===== src/design/dpdc_pkg.sv =====
`default_nettype none
package dpdc_pkg;

   // Register indexes on the configuration port.
   typedef enum logic [2:0] {
      IDX_GAS_CENTER            = 3'd0,
      IDX_STEER_CENTER          = 3'd1,
      IDX_STEER_FEEDBACK_CENTER = 3'd2,
      IDX_THROTTLE_DEADBAND     = 3'd3,
      IDX_BRAKE_DEADBAND        = 3'd4,
      IDX_STEER_DEADBAND        = 3'd5,
      IDX_THROTTLE_GAIN         = 3'd6,
      IDX_STEER_GAIN            = 3'd7
   } cfg_index_type;

   localparam int SAMPLE_WIDTH = 10;
   localparam int RPM_WIDTH    = 16;
   localparam int CFG8_WIDTH   = 8;
   localparam int PWM_WIDTH    = 8;
   localparam int CSR_WIDTH    = 10;
   localparam int NUM_STAGES   = 8;

   localparam logic [9:0] GAS_CENTER_RST            = 10'd510;
   localparam logic [9:0] STEER_CENTER_RST          = 10'd508;
   localparam logic [9:0] STEER_FEEDBACK_CENTER_RST = 10'd512;
   localparam logic [7:0] THROTTLE_DEADBAND_RST     = 8'd5;
   localparam logic [7:0] BRAKE_DEADBAND_RST        = 8'd5;
   localparam logic [7:0] STEER_DEADBAND_RST        = 8'd5;
   localparam logic [7:0] THROTTLE_GAIN_RST         = 8'd1;
   localparam logic [7:0] STEER_GAIN_RST            = 8'd70;

   // Scale factors and divisors of the setpoint and feedback paths.
   localparam int THROTTLE_SP_SCALE = 100;
   localparam int BRAKE_SP_SCALE    = 250;
   localparam int GAS_SP_DIV        = 123;
   localparam int STEER_SP_SCALE    = 270;
   localparam int STEER_SP_DIV      = 246;
   localparam int PV_SCALE          = 100;
   localparam int PV_DIV            = 1023;
   localparam int PWM_SCALE         = 255;
   localparam int THROTTLE_OUT_DIV  = 100;
   localparam int STEER_OUT_DIV     = 270;
   localparam int STEER_FLIP_LIMIT  = 40;
   localparam int PWM_MAX           = 255;

   // Numerator and quotient widths, sized by the largest possible values.
   localparam int TSP_NUM_WIDTH = 17;  // 1023 * 100
   localparam int TSP_WIDTH     = 10;  // 831
   localparam int BSP_NUM_WIDTH = 18;  // 1023 * 250
   localparam int BSP_WIDTH     = 12;  // 2079
   localparam int SSP_NUM_WIDTH = 19;  // 1023 * 270
   localparam int SSP_WIDTH     = 11;  // 1122
   localparam int TPV_NUM_WIDTH = 23;  // 65535 * 100
   localparam int TPV_WIDTH     = 13;  // 6406
   localparam int SPV_NUM_WIDTH = 17;  // 1023 * 100
   localparam int SPV_WIDTH     = 7;   // 100
   localparam int TOUT_NUM_WIDTH = 26; // 831 * 255 * 255
   localparam int TOUT_WIDTH     = 20;
   localparam int SOUT_NUM_WIDTH = 27; // 1222 * 255 * 255
   localparam int SOUT_WIDTH     = 19;

   typedef struct packed {
      logic [9:0] gas_center;
      logic [9:0] steer_center;
      logic [9:0] steer_feedback_center;
      logic [7:0] throttle_deadband;
      logic [7:0] brake_deadband;
      logic [7:0] steer_deadband;
      logic [7:0] throttle_gain;
      logic [7:0] steer_gain;
   } cfg_type;

   // Load enables of the pipeline stages, front to back.
   typedef struct packed {
      logic a;
      logic b;
      logic c;
      logic d;
      logic e;
      logic f;
      logic g;
      logic o;
   } stage_en_type;

   typedef struct packed {
      logic [TSP_WIDTH-1:0] tsp;
      logic [BSP_WIDTH-1:0] bsp;
      logic [SSP_WIDTH-1:0] ssp_mag;
      logic                 ssp_neg;
      logic [TPV_WIDTH-1:0] tpv;
      logic [SPV_WIDTH-1:0] spv_mag;
      logic                 spv_neg;
      logic                 fwd;
   } front_result_type;

endpackage
`default_nettype wire


===== src/design/dpdc_cdiv.sv =====
`default_nettype none
module dpdc_cdiv #(
   parameter int WIDTH   = 17,
   parameter int DIVISOR = 123,
   parameter int Q_WIDTH = 10
) (
   input  logic               clock,
   input  logic               en_est,
   input  logic               en_fix,
   input  logic [WIDTH-1:0]   num,
   output logic [Q_WIDTH-1:0] quot
);
   // The reciprocal is rounded down with WIDTH fraction bits, so for any
   // numerator below 2**WIDTH the estimate is the true quotient or one less.
   localparam logic [WIDTH:0]   MAGIC = (WIDTH+1)'((64'd1 << WIDTH) / DIVISOR);
   localparam logic [WIDTH-1:0] DIV_W = WIDTH'(DIVISOR);

   logic [2*WIDTH:0]   prod;
   logic [WIDTH-1:0]   num_ff;
   logic [Q_WIDTH-1:0] est_ff;
   logic [Q_WIDTH-1:0] quot_ff;
   logic [WIDTH-1:0]   est_w;
   logic [WIDTH-1:0]   back_prod;
   logic [WIDTH-1:0]   rem;

   assign prod      = num * MAGIC;
   assign est_w     = WIDTH'(est_ff);
   assign back_prod = est_w * DIV_W;
   assign rem       = num_ff - back_prod;

   always_ff @(posedge clock) begin
      if (en_est) begin
         num_ff <= num;
         est_ff <= prod[WIDTH +: Q_WIDTH];
      end
      if (en_fix) begin
         quot_ff <= (rem >= DIV_W) ? est_ff + Q_WIDTH'(1) : est_ff;
      end
   end

   assign quot = quot_ff;
endmodule
`default_nettype wire


===== src/design/dpdc_front.sv =====
`default_nettype none
module dpdc_front (
   input  logic                       clock,
   input  dpdc_pkg::stage_en_type     en,
   input  dpdc_pkg::cfg_type          cfg,
   input  logic [9:0]                 gas_sample,
   input  logic [9:0]                 steer_sample,
   input  logic [9:0]                 steer_feedback,
   input  logic [15:0]                motor_rpm,
   input  logic                       forward_switch,
   output dpdc_pkg::front_result_type res
);
   import dpdc_pkg::*;

   logic signed [SAMPLE_WIDTH:0] g_diff;
   logic signed [SAMPLE_WIDTH:0] s_diff;
   logic signed [SAMPLE_WIDTH:0] f_diff;
   logic [SAMPLE_WIDTH-1:0]      g_mag;
   logic [SAMPLE_WIDTH-1:0]      s_mag;
   logic [SAMPLE_WIDTH-1:0]      f_mag;

   logic [TSP_NUM_WIDTH-1:0] tnum_a_ff;
   logic [BSP_NUM_WIDTH-1:0] bnum_a_ff;
   logic [SSP_NUM_WIDTH-1:0] snum_a_ff;
   logic [TPV_NUM_WIDTH-1:0] rnum_a_ff;
   logic [SPV_NUM_WIDTH-1:0] fnum_a_ff;
   logic [2:0]               side_a_ff;
   logic [2:0]               side_b_ff;
   logic [2:0]               side_c_ff;

   assign g_diff = signed'({1'b0, gas_sample}) - signed'({1'b0, cfg.gas_center});
   assign s_diff = signed'({1'b0, steer_sample}) - signed'({1'b0, cfg.steer_center});
   assign f_diff = signed'({1'b0, steer_feedback}) -
                   signed'({1'b0, cfg.steer_feedback_center});
   assign g_mag  = g_diff[SAMPLE_WIDTH] ? SAMPLE_WIDTH'(-g_diff) : SAMPLE_WIDTH'(g_diff);
   assign s_mag  = s_diff[SAMPLE_WIDTH] ? SAMPLE_WIDTH'(-s_diff) : SAMPLE_WIDTH'(s_diff);
   assign f_mag  = f_diff[SAMPLE_WIDTH] ? SAMPLE_WIDTH'(-f_diff) : SAMPLE_WIDTH'(f_diff);

   // Signed quotients truncate toward zero, so magnitudes are divided and
   // the signs ride alongside: {steer negative, feedback negative, forward}.
   always_ff @(posedge clock) begin
      if (en.a) begin
         tnum_a_ff <= g_diff[SAMPLE_WIDTH] ? '0 :
                      TSP_NUM_WIDTH'(g_mag) * TSP_NUM_WIDTH'(THROTTLE_SP_SCALE);
         bnum_a_ff <= g_diff[SAMPLE_WIDTH] ?
                      BSP_NUM_WIDTH'(g_mag) * BSP_NUM_WIDTH'(BRAKE_SP_SCALE) : '0;
         snum_a_ff <= SSP_NUM_WIDTH'(s_mag) * SSP_NUM_WIDTH'(STEER_SP_SCALE);
         rnum_a_ff <= TPV_NUM_WIDTH'(motor_rpm) * TPV_NUM_WIDTH'(PV_SCALE);
         fnum_a_ff <= SPV_NUM_WIDTH'(f_mag) * SPV_NUM_WIDTH'(PV_SCALE);
         side_a_ff <= {s_diff[SAMPLE_WIDTH], f_diff[SAMPLE_WIDTH], forward_switch};
      end
      if (en.b) begin
         side_b_ff <= side_a_ff;
      end
      if (en.c) begin
         side_c_ff <= side_b_ff;
      end
   end

   dpdc_cdiv #(.WIDTH(TSP_NUM_WIDTH), .DIVISOR(GAS_SP_DIV), .Q_WIDTH(TSP_WIDTH)) u_tsp_div (
      .clock(clock), .en_est(en.b), .en_fix(en.c), .num(tnum_a_ff), .quot(res.tsp)
   );

   dpdc_cdiv #(.WIDTH(BSP_NUM_WIDTH), .DIVISOR(GAS_SP_DIV), .Q_WIDTH(BSP_WIDTH)) u_bsp_div (
      .clock(clock), .en_est(en.b), .en_fix(en.c), .num(bnum_a_ff), .quot(res.bsp)
   );

   dpdc_cdiv #(.WIDTH(SSP_NUM_WIDTH), .DIVISOR(STEER_SP_DIV), .Q_WIDTH(SSP_WIDTH)) u_ssp_div (
      .clock(clock), .en_est(en.b), .en_fix(en.c), .num(snum_a_ff), .quot(res.ssp_mag)
   );

   dpdc_cdiv #(.WIDTH(TPV_NUM_WIDTH), .DIVISOR(PV_DIV), .Q_WIDTH(TPV_WIDTH)) u_tpv_div (
      .clock(clock), .en_est(en.b), .en_fix(en.c), .num(rnum_a_ff), .quot(res.tpv)
   );

   dpdc_cdiv #(.WIDTH(SPV_NUM_WIDTH), .DIVISOR(PV_DIV), .Q_WIDTH(SPV_WIDTH)) u_spv_div (
      .clock(clock), .en_est(en.b), .en_fix(en.c), .num(fnum_a_ff), .quot(res.spv_mag)
   );

   assign res.ssp_neg = side_c_ff[2];
   assign res.spv_neg = side_c_ff[1];
   assign res.fwd     = side_c_ff[0];
endmodule
`default_nettype wire


===== src/design/dpdc_back.sv =====
`default_nettype none
module dpdc_back (
   input  logic                       clock,
   input  dpdc_pkg::stage_en_type     en,
   input  dpdc_pkg::cfg_type          cfg,
   input  dpdc_pkg::front_result_type res,
   output logic [7:0]                 throttle_pwm,
   output logic [7:0]                 brake_pump_pwm,
   output logic [7:0]                 steer_right_pwm,
   output logic [7:0]                 steer_left_pwm,
   output logic                       throttle_enable,
   output logic                       regen_brake_enable,
   output logic                       direction_forward
);
   import dpdc_pkg::*;

   typedef struct packed {
      logic [PWM_WIDTH-1:0] bpwm;
      logic                 thr_en;
      logic                 regen;
      logic                 sneg;
      logic                 fwd;
   } side_type;

   // Stage D: setpoint selection and the two deadbands.
   logic                  brake;
   logic [TSP_WIDTH-1:0]  tsp_eff;
   logic                  sp_neg;
   logic signed [11:0]    sp_mag_s;
   logic signed [11:0]    sp_s;
   logic signed [11:0]    pv_mag_s;
   logic signed [11:0]    pv_s;
   logic signed [11:0]    s_s;
   logic [10:0]           s_abs;
   logic [10:0]           s_db;
   logic signed [13:0]    e_s;
   logic signed [13:0]    tdb_s;
   logic [TSP_WIDTH-1:0]  e_db;
   side_type              side_d;

   assign brake    = res.bsp > BSP_WIDTH'(cfg.brake_deadband);
   assign tsp_eff  = brake ? '0 : res.tsp;
   // A steering setpoint above the flip limit is made negative.
   assign sp_neg   = res.ssp_neg || (res.ssp_mag > SSP_WIDTH'(STEER_FLIP_LIMIT));
   assign sp_mag_s = signed'({1'b0, res.ssp_mag});
   assign sp_s     = sp_neg ? -sp_mag_s : sp_mag_s;
   assign pv_mag_s = signed'({5'b0, res.spv_mag});
   assign pv_s     = res.spv_neg ? -pv_mag_s : pv_mag_s;
   assign s_s      = sp_s - pv_s;
   assign s_abs    = s_s[11] ? 11'(-s_s) : 11'(s_s);
   assign s_db     = (s_abs > 11'(cfg.steer_deadband)) ? s_abs - 11'(cfg.steer_deadband) : '0;

   // Only a throttle error above the deadband can give a nonzero duty;
   // everything else clamps to zero.
   assign e_s   = signed'({4'b0, tsp_eff}) - signed'({1'b0, res.tpv});
   assign tdb_s = signed'({6'b0, cfg.throttle_deadband});
   assign e_db  = (e_s > tdb_s) ? TSP_WIDTH'(e_s - tdb_s) : '0;

   assign side_d.bpwm   = (res.bsp > BSP_WIDTH'(PWM_MAX)) ? PWM_WIDTH'(PWM_MAX) :
                          res.bsp[PWM_WIDTH-1:0];
   assign side_d.thr_en = !brake && (res.tsp > TSP_WIDTH'(cfg.throttle_deadband));
   assign side_d.regen  = brake;
   assign side_d.sneg   = s_s[11];
   assign side_d.fwd    = res.fwd;

   logic [TSP_WIDTH-1:0] e_d_ff;
   logic [10:0]          s_d_ff;
   side_type             side_d_ff;

   // Stage E: gain and the PWM scale.
   logic [17:0]               tprod;
   logic [18:0]               sprod;
   logic [TOUT_NUM_WIDTH-1:0] tnum_e_ff;
   logic [SOUT_NUM_WIDTH-1:0] snum_e_ff;
   side_type                  side_e_ff;
   side_type                  side_f_ff;
   side_type                  side_g_ff;

   assign tprod = 18'(e_d_ff) * 18'(cfg.throttle_gain);
   assign sprod = 19'(s_d_ff) * 19'(cfg.steer_gain);

   logic [TOUT_WIDTH-1:0] tq;
   logic [SOUT_WIDTH-1:0] sq;
   logic [PWM_WIDTH-1:0]  smag;

   logic [PWM_WIDTH-1:0] throttle_ff;
   logic [PWM_WIDTH-1:0] brake_ff;
   logic [PWM_WIDTH-1:0] right_ff;
   logic [PWM_WIDTH-1:0] left_ff;
   logic                 thr_en_ff;
   logic                 regen_ff;
   logic                 fwd_ff;

   assign smag = (sq > SOUT_WIDTH'(PWM_MAX)) ? PWM_WIDTH'(PWM_MAX) : sq[PWM_WIDTH-1:0];

   always_ff @(posedge clock) begin
      if (en.d) begin
         e_d_ff    <= e_db;
         s_d_ff    <= s_db;
         side_d_ff <= side_d;
      end
      if (en.e) begin
         tnum_e_ff <= (TOUT_NUM_WIDTH'(tprod) * TOUT_NUM_WIDTH'(PWM_SCALE));
         snum_e_ff <= (SOUT_NUM_WIDTH'(sprod) * SOUT_NUM_WIDTH'(PWM_SCALE));
         side_e_ff <= side_d_ff;
      end
      if (en.f) begin
         side_f_ff <= side_e_ff;
      end
      if (en.g) begin
         side_g_ff <= side_f_ff;
      end
      if (en.o) begin
         throttle_ff <= (tq > TOUT_WIDTH'(PWM_MAX)) ? PWM_WIDTH'(PWM_MAX) :
                        tq[PWM_WIDTH-1:0];
         brake_ff    <= side_g_ff.bpwm;
         right_ff    <= side_g_ff.sneg ? '0 : smag;
         left_ff     <= side_g_ff.sneg ? smag : '0;
         thr_en_ff   <= side_g_ff.thr_en;
         regen_ff    <= side_g_ff.regen;
         fwd_ff      <= side_g_ff.fwd;
      end
   end

   dpdc_cdiv #(.WIDTH(TOUT_NUM_WIDTH), .DIVISOR(THROTTLE_OUT_DIV), .Q_WIDTH(TOUT_WIDTH))
   u_tout_div (
      .clock(clock), .en_est(en.f), .en_fix(en.g), .num(tnum_e_ff), .quot(tq)
   );

   dpdc_cdiv #(.WIDTH(SOUT_NUM_WIDTH), .DIVISOR(STEER_OUT_DIV), .Q_WIDTH(SOUT_WIDTH))
   u_sout_div (
      .clock(clock), .en_est(en.f), .en_fix(en.g), .num(snum_e_ff), .quot(sq)
   );

   assign throttle_pwm       = throttle_ff;
   assign brake_pump_pwm     = brake_ff;
   assign steer_right_pwm    = right_ff;
   assign steer_left_pwm     = left_ff;
   assign throttle_enable    = thr_en_ff;
   assign regen_brake_enable = regen_ff;
   assign direction_forward  = fwd_ff;
endmodule
`default_nettype wire


===== src/design/deadband_p_drive_control_unit.sv =====
`default_nettype none
// Proportional drive controller with deadband. Each item is one control tick
// (joystick gas and steering, steering potentiometer, motor rpm, forward
// switch) and yields one result item with the throttle, brake-pump and
// steering PWM duties plus the enable and direction outputs. The block is an
// eight-stage pipeline that accepts one item per clock cycle unless req_stall is
// high. Each item passes through stages a to g and the output stage o before its
// result shows on the rsp_ port. The constant divisions are the long paths,
// each split into a reciprocal-multiply stage and a correction stage. A stall
// on the result side holds the unbroken run of occupied stages at the back,
// while an item with an empty stage ahead of it moves on and empty stages keep
// filling. The eight configuration registers are written through the csr_ port
// and should be changed only while no item is in flight.
module deadband_p_drive_control_unit (
   input  logic        clock,
   input  logic        reset,
   input  logic        req_valid,
   output logic        req_stall,
   input  logic [9:0]  req_gas_sample,
   input  logic [9:0]  req_steer_sample,
   input  logic [9:0]  req_steer_feedback,
   input  logic [15:0] req_motor_rpm,
   input  logic        req_forward_switch,
   output logic        rsp_valid,
   input  logic        rsp_stall,
   output logic [7:0]  rsp_throttle_pwm,
   output logic [7:0]  rsp_brake_pump_pwm,
   output logic [7:0]  rsp_steer_right_pwm,
   output logic [7:0]  rsp_steer_left_pwm,
   output logic        rsp_throttle_enable,
   output logic        rsp_regen_brake_enable,
   output logic        rsp_direction_forward,
   input  logic        csr_write,
   input  logic [2:0]  csr_index,
   input  logic [9:0]  csr_wdata
);
   import dpdc_pkg::*;

   cfg_type               cfg_ff;
   logic [NUM_STAGES-1:0] valid_ff;
   logic [NUM_STAGES-1:0] valid_in;
   logic [NUM_STAGES-1:0] ready;
   stage_en_type          en;
   front_result_type      front_res;

   always_ff @(posedge clock) begin
      if (reset) begin
         cfg_ff.gas_center            <= GAS_CENTER_RST;
         cfg_ff.steer_center          <= STEER_CENTER_RST;
         cfg_ff.steer_feedback_center <= STEER_FEEDBACK_CENTER_RST;
         cfg_ff.throttle_deadband     <= THROTTLE_DEADBAND_RST;
         cfg_ff.brake_deadband        <= BRAKE_DEADBAND_RST;
         cfg_ff.steer_deadband        <= STEER_DEADBAND_RST;
         cfg_ff.throttle_gain         <= THROTTLE_GAIN_RST;
         cfg_ff.steer_gain            <= STEER_GAIN_RST;
      end else if (csr_write) begin
         unique case (cfg_index_type'(csr_index))
            IDX_GAS_CENTER:            cfg_ff.gas_center            <= csr_wdata;
            IDX_STEER_CENTER:          cfg_ff.steer_center          <= csr_wdata;
            IDX_STEER_FEEDBACK_CENTER: cfg_ff.steer_feedback_center <= csr_wdata;
            IDX_THROTTLE_DEADBAND:     cfg_ff.throttle_deadband <= csr_wdata[CFG8_WIDTH-1:0];
            IDX_BRAKE_DEADBAND:        cfg_ff.brake_deadband    <= csr_wdata[CFG8_WIDTH-1:0];
            IDX_STEER_DEADBAND:        cfg_ff.steer_deadband    <= csr_wdata[CFG8_WIDTH-1:0];
            IDX_THROTTLE_GAIN:         cfg_ff.throttle_gain     <= csr_wdata[CFG8_WIDTH-1:0];
            IDX_STEER_GAIN:            cfg_ff.steer_gain        <= csr_wdata[CFG8_WIDTH-1:0];
         endcase
      end
   end

   // A stage loads when it is empty or when the stage after it moves on.
   always_comb begin
      ready[NUM_STAGES-1] = !valid_ff[NUM_STAGES-1] || !rsp_stall;
      for (int k = NUM_STAGES - 2; k >= 0; k--) begin
         ready[k] = !valid_ff[k] || ready[k+1];
      end
   end

   assign valid_in = {valid_ff[NUM_STAGES-2:0], req_valid};

   always_ff @(posedge clock) begin
      if (reset) begin
         valid_ff <= '0;
      end else begin
         valid_ff <= (valid_ff & ~ready) | (valid_in & ready);
      end
   end

   assign en.a = ready[0];
   assign en.b = ready[1];
   assign en.c = ready[2];
   assign en.d = ready[3];
   assign en.e = ready[4];
   assign en.f = ready[5];
   assign en.g = ready[6];
   assign en.o = ready[7];

   assign req_stall = !ready[0];
   assign rsp_valid = valid_ff[NUM_STAGES-1];

   dpdc_front u_front (
      .clock          (clock),
      .en             (en),
      .cfg            (cfg_ff),
      .gas_sample     (req_gas_sample),
      .steer_sample   (req_steer_sample),
      .steer_feedback (req_steer_feedback),
      .motor_rpm      (req_motor_rpm),
      .forward_switch (req_forward_switch),
      .res            (front_res)
   );

   dpdc_back u_back (
      .clock              (clock),
      .en                 (en),
      .cfg                (cfg_ff),
      .res                (front_res),
      .throttle_pwm       (rsp_throttle_pwm),
      .brake_pump_pwm     (rsp_brake_pump_pwm),
      .steer_right_pwm    (rsp_steer_right_pwm),
      .steer_left_pwm     (rsp_steer_left_pwm),
      .throttle_enable    (rsp_throttle_enable),
      .regen_brake_enable (rsp_regen_brake_enable),
      .direction_forward  (rsp_direction_forward)
   );
endmodule
`default_nettype wire

===== config.mk =====
export PLATFORM = sky130hd
export DESIGN_NAME = deadband_p_drive_control_unit
export DESIGN_NICKNAME = d
export VERILOG_FILES = /design/src/design/dpdc_pkg.sv /design/src/design/dpdc_cdiv.sv /design/src/design/dpdc_front.sv /design/src/design/dpdc_back.sv /design/src/design/deadband_p_drive_control_unit.sv
export SDC_FILE = /design/constraint.sdc
export NUM_CORES = 2
export LEC_CHECK = 0
export ABC_CLOCK_PERIOD_IN_PS = 12000
export BUFFER_PORTS_ARGS = -buffer_cell sky130_fd_sc_hd__buf_2
export CORE_ASPECT_RATIO = 1.2
export CORE_MARGIN = 8
export CORE_UTILIZATION = 24
export DETAILED_ROUTE_END_ITERATION = 10
export SETUP_SLACK_MARGIN = 0.1
export SLEW_MARGIN = 40
export SYNTH_ARGS = -nofsm -noshare
export SYNTH_HDL_FRONTEND = slang
export SYNTH_SLANG_ARGS = --single-unit

===== constraint.sdc =====
create_clock -name clock -period 12 [get_ports clock]
set_clock_uncertainty 0.2 [all_clocks]
set_input_delay 1.8 -clock clock [delete_from_list [all_inputs] [get_ports clock]]
set_output_delay 1.8 -clock clock [all_outputs]
set_load 0.02 [all_outputs]

== Word level (Yosys, flattened, before mapping) ==
Index checks and enable logic that the tools add are counted.

* Output and inout bits: 37
* Flip-flop bits (word level): 659
* Input port bits: 65

* Multiply operators: 22
* Bitwise operators: 4
* $lt $le $gt $ge: 15
* Reduce and logical (&&, ||, !) cells: 30
* Eq/ne operators: 7
* Mux-type cells: 15
* Add/sub/neg operators: 27

{| class="wikitable"
|+ Operators with widths
! cell !! count
|-
| 10-bit two-way mux || 5
|-
| 27-bit by 18-bit multiplier with 45-bit output, second input constant || 1
|-
| 26-bit by 16-bit multiplier with 42-bit output, second input constant || 1
|-
| 12-bit two-way mux || 3
|-
| 10-bit by 7-bit multiplier with 17-bit output, second input constant || 2
|-
| 17-bit subtractor || 2
|-
| 10-bit by 10-bit subtractor with 11-bit output || 3
|-
| 21-bit by 11-bit multiplier with 31-bit output, second input constant || 1
|-
| 10-bit by 5-bit multiplier with 15-bit output, second input constant || 2
|-
| 18-bit by 12-bit multiplier with 30-bit output, second input constant || 1
|-
| 10-bit negator || 3
|-
| 18-bit by 12-bit multiplier with 29-bit output, second input constant || 1
|-
| 27-bit by 9-bit >= comparator with 1-bit output, second input constant || 1
|-
| 17-bit by 11-bit multiplier with 27-bit output, second input constant || 1
|-
| 19-bit by 8-bit multiplier with 27-bit output, second input constant || 1
|-
| 27-bit subtractor || 1
|-
| 26-bit by 7-bit >= comparator with 1-bit output, second input constant || 1
|-
| 18-bit by 8-bit multiplier with 26-bit output, second input constant || 1
|-
| 19-bit by 8-bit multiplier with 26-bit output, second input constant || 1
|-
| 26-bit subtractor || 1
|-
| 20-bit by 5-bit multiplier with 24-bit output, second input constant || 1
|-
| 23-bit by 10-bit >= comparator with 1-bit output, second input constant || 1
|-
| 13-bit by 10-bit multiplier with 23-bit output, second input constant || 1
|-
| 23-bit subtractor || 1
|-
| 52 further kinds || 83
|}

== Longest topological paths before layout ==
* Depth in word-level cells: 12
* Gate-level depth with buffers: 37
* Depth with buffers taken out: 36

== Modules after synthesis ==
Synthesis repeated with hierarchy kept, for this count alone.

* Cells, all modules: 8840
* Area total of the unflattened synthesis: 91047.3 sq um

{| class="wikitable"
|+ Modules (own cells, without submodules)
! module !! sequential area each (sq um) !! area each (sq um) !! instances !! cells an instance
|-
| dpdc_back || 4714.5 || 20409.6 || 1 || 2041
|-
| dpdc_cdiv at u_back.u_sout_div || 1921.8 || 14017.2 || 1 || 1257
|-
| dpdc_cdiv at u_back.u_tout_div || 1921.8 || 12906.1 || 1 || 1180
|-
| dpdc_front || 2852.7 || 10830.4 || 1 || 1085
|-
| dpdc_cdiv at u_front.u_bsp_div || 1261.2 || 7090.6 || 1 || 697
|-
| dpdc_cdiv at u_front.u_ssp_div || 1201.2 || 7019.2 || 1 || 685
|-
| dpdc_cdiv at u_front.u_tpv_div || 1471.4 || 6781.5 || 1 || 654
|-
| dpdc_cdiv at u_front.u_tsp_div || 1111.1 || 5891.9 || 1 || 585
|-
| dpdc_cdiv at u_front.u_spv_div || 720.7 || 3168.0 || 1 || 325
|-
| deadband_p_drive_control_unit || 1561.5 || 2932.8 || 1 || 331
|}

== Worst setup path before layout ==
OpenSTA, ideal clock, no wires.

* Kind: reg2reg
* Start point: reg u_back.s_d_ff[3]
* End point: reg u_back.snum_e_ff[25] (data pin)
* Path buffers: 0
* Data required time: 11.542 ns
* Arrival: 8.783 ns
* Cell stages (with the launch flop): 34
* Clock period less this slack: 9.241 ns
* Setup slack: 2.759 ns
* Path through: edfxtp_1 -> and2_1 -> fa_1 -> fa_1 -> inv_1 -> fa_1 -> fa_1 -> inv_1 -> ha_1 -> a21oi_1 -> o21bai_1 -> a21oi_1 -> o21bai_1 -> a41o_1 -> nor2_1 -> o21ai_0 -> a21o_1 -> a21o_1 -> xor2_1 -> inv_1 -> fa_1 -> inv_1 -> ha_1 -> fa_1 -> inv_1 -> fa_1 -> inv_1 -> ha_1 -> or3_1 -> o311a_1 -> or4_1 -> a31o_2 -> a21oi_1 -> xnor2_1

* Cells in the longest elaborated chain, start to end: 2

{| class="wikitable"
|+ Ends and longest elaborated chain
! what !! RTL line !! text
|-
| start: declaration || dpdc_back.sv:67 || <nowiki>logic [10:0] s_d_ff;</nowiki>
|-
| start signal: assignment || dpdc_back.sv:99 || <nowiki>s_d_ff <= s_db;</nowiki>
|-
| 11-bit by 8-bit multiplier with 19-bit output || dpdc_back.sv:80 || <nowiki>assign sprod = 19'(s_d_ff) * 19'(cfg.steer_gain);</nowiki>
|-
| 19-bit by 8-bit multiplier with 27-bit output || dpdc_back.sv:104 || <nowiki>snum_e_ff <= (SOUT_NUM_WIDTH'(sprod) * SOUT_NUM_WIDTH'(PWM_SCALE));</nowiki>
|-
| end signal: assignment || dpdc_back.sv:104 ||
|-
| end: declaration || dpdc_back.sv:74 || <nowiki>logic [SOUT_NUM_WIDTH-1:0] snum_e_ff;</nowiki>
|}

No other way between the ends.
A chain may end at the register's enable or synchronous reset.

== Worst setup path after layout ==
Ends and elaborated chain as after synthesis.

==> results_dict.tcl <==
set metrics [dict create \
    status "finished, final reports clean" \
    drive_gt1_share_pct 3.87 \
    num_rows 243 \
    cpMostUsedCell "fa_1" \
    setup_viol 0 \
    slew_headroom_pct 46.1 \
    required_ns 12.21 \
    cap_violations 0 \
    die_width_um 567 \
    cts_buffers 80 \
    htreeDepth 3 \
    die_height_um 677 \
    grt_max_degree 82 \
    cts.clk_slew.worst_paths_ns 0.07 \
    finalNetCount 11300 \
    clockRootBuffer "clkbuf_16" \
    hold_path.class "reg -> reg" \
    drt-total-wl_mm 178 \
    worst_pin_slew_ns 0.798 \
    critPathCaptureType "flip-flop" \
    maxSlewViolCount 0 \
    overflow 0 \
    post-route-min-period_ns 9.87 \
    cts_tree "yes" \
    hold_violations 0 \
    synthArstFlopShare_pct 0 \
    clkSinkCount 643 \
    drt_iter0_drc 2242 \
    grt_pass1_wl_mm 297 \
    worstHoldStart "u_front.fnum_a_ff[11]$_DFFE_PN_" \
    cts.path.max_buffers 3 \
    slowest_delay_ns 0.63 \
    fin_setup_tns_ns 0 \
    timing.rr.start "u_back.s_d_ff[3]$_SDFFCE_PP0P_" \
    startpoint "u_back.s_d_ff[3]$_SDFFCE_PP0P_" \
    critical_path_class "reg -> reg" \
    dpl.hpwl_mm 148 \
    post_cts_resize_count 0 \
    critPathLaunchType "flip-flop" \
    area.growth.synth_to_final_pct 10.6 \
    worst_ep_arrival_time_ns 10.08 \
    postRouteAntennaNets 0 \
    drc_errors 0 \
    synth_warnings 0 \
    critPathSlowestCell "fa_1" \
    routed-via-count 56200 \
    period_share_pct 82.2 \
    postCtsSetupBuffers 0 \
    initial_core_util_pct 24.0 \
    fmax_ghz 0.101 \
    grt_pass1_vias 59500 \
    synthFlopType "edfxtp_1" \
    die_area_sq_um 384000 \
    ys_ff_latch 643 \
    synth_cells 8437 \
    fillers 38300 \
    syn_avg_cell_area_sq_um 10.4 \
    multiInputGateArea_sq_um 62000 \
    cp_max_fo 8 \
    yosysSeqAreaShare_pct 21.2 \
    drt_first_pass_iters 5 \
    clk_latency_ns 0.71 \
    ios 102 \
    gp_congestion 0.819 \
    track_usage_pct 9.24 \
    drt-wirelength-per-cell_um 13.2 \
    grt_setup_unrepaired "no" \
    core-area_sq_um 364000 \
    ff_latch_area_sq_um 18500 \
    via_per_inst 4.19 \
    port_buffers 101 \
    synth_area_sq_um 87500 \
    antenna_found_initial 13 \
    hold_buffers 0 \
    synth.net_count 11200 \
    synth_cell_type_count 97 \
    synth_edf_count 565 \
]
## cell usage in the layout, fill, tap and decap left out, types with 19 or more instances in the layout
master,count
inv_1,1791
ha_1,1610
fa_1,1082
edfxtp_1,565
xnor2_1,376
a21oi_1,373
nand2_1,358
nor2_1,353
o21ai_0,203
and2_1,185
xor2_1,161
a21o_1,155
buf_2,101
nand3_1,97
nor3_1,95
clkbuf_16,85
dfxtp_1,78
nor2b_1,74
nand2b_1,73
o21bai_1,63
nand4_1,49
o21a_1,46
and3_1,41
or3_1,36
a211o_1,34
a211oi_1,34
a31oi_1,30
o211ai_1,27
or2_2,25
nor4_1,25
mux2i_1,24
a21boi_0,23
o31ai_1,20
o22ai_1,19
## cell families after synthesis
kind of cell             synth area share [%]
adder cells (fa/ha/maj)                  47.8
multiplexers                            0.365
AND/OR/NAND/NOR                          8.51
buffers and inverters                    8.03
AO/OA/AOI/OAI                            8.68
XOR/XNOR                                 5.44
flip-flops                               21.2
## worst max-delay path: cells and delay by family, from the launching register on
kind	cells	cell delay, ns
adders and majority gates	10	4.44
AOI/OAI and AO/OA	11	2.25
and+or+nand+nor	4	1.23
DFF	1	0.50
buffers and inverters	6	0.50
xor gates and xnor gates	2	0.49
## layout make-up
cell class                 instances  share of cell area [%]
antenna                            4                  0.0103
multi-input combinational       5930                    64.1
clock buffer                     101                    2.28
clock inverter                    49                   0.654
sequential                       643                    19.1
timing repair buffer             115                   0.663
tap                             4777                    6.18
inverter                        1795                    6.97
## final timing paths
kind	end	depth (start not counted)	slack, ns
min	u_front.u_spv_div.est_ff[1]$_DFFE_PN_	0	0.21
max reg2reg	u_back.snum_e_ff[25]$_DFFE_PP_	33	2.13
max	u_back.snum_e_ff[25]$_DFFE_PP_	33	2.13
min reg2reg	u_front.u_spv_div.est_ff[1]$_DFFE_PN_	0	0.21
## cells in the mapped netlist, types with 46 or more instances
cell / n / area share (%)
edfxtp_1: 565 / 19
o21bai_1: 63 / 0.54
fa_1: 1082 / 25
nor3_1: 96 / 0.55
clkbuf_1: 53 / 0.23
a21o_1: 155 / 1.3
xnor2_1: 379 / 3.8
xor2_1: 162 / 1.6
o21ai_0: 203 / 1.2
nand3_1: 98 / 0.56
dfxtp_1: 78 / 1.8
a21oi_1: 373 / 2.1
o21a_1: 46 / 0.39
nand2b_1: 73 / 0.52
nand4_1: 49 / 0.35
nand2_1: 362 / 1.6
inv_1: 1794 / 7.7
ha_1: 1610 / 23
nor2b_1: 74 / 0.53
nor2_1: 358 / 1.5
and2_1: 185 / 1.3
## metal layers
layer	track usage [%]	vias up	wire length [um]	share of wire (%)
met5	0	-	71	0.040
li1	-	28200	-	-
met4	1.91	12	3460	2.0
met1	12.0	27200	82600	47
met3	1.31	207	5920	3.3
met2	16.3	593	85500	48
## per-stage QoR
step / hold slack (ns) / cell area (sq um) / worst slack (ns) / instances / utilization, %
2_1_floorplan: 0.200 / 87500 / 2.76 / 8437 / -
3_3_place_gp: 0.201 / 93800 / 2.18 / 13300 / 25.8
3_5_place_dp: 0.205 / 93900 / 2.10 / 13300 / 25.8
4_1_cts: 0.209 / 96800 / 2.07 / 13400 / 26.6
5_1_grt: 0.218 / 96800 / 1.37 / 13400 / 26.6
6_report: 0.207 / 96800 / 2.13 / 13400 / 26.6
## flip-flops by register name, summed over array words and instances (netlist names), 20 cells and up, named ones only
name                      cells
cfg_ff                       70
u_back.snum_e_ff             27
u_back.tnum_e_ff             26
u_back.u_sout_div.num_ff     26
u_back.u_tout_div.num_ff     24
u_front.rnum_a_ff            21
u_front.u_tpv_div.num_ff     21
u_back.u_tout_div.est_ff     20
u_back.u_tout_div.quot       20
Power is not shown: default switching activity piles up to over one toggle a cycle in this logic, so the estimate is an artifact.
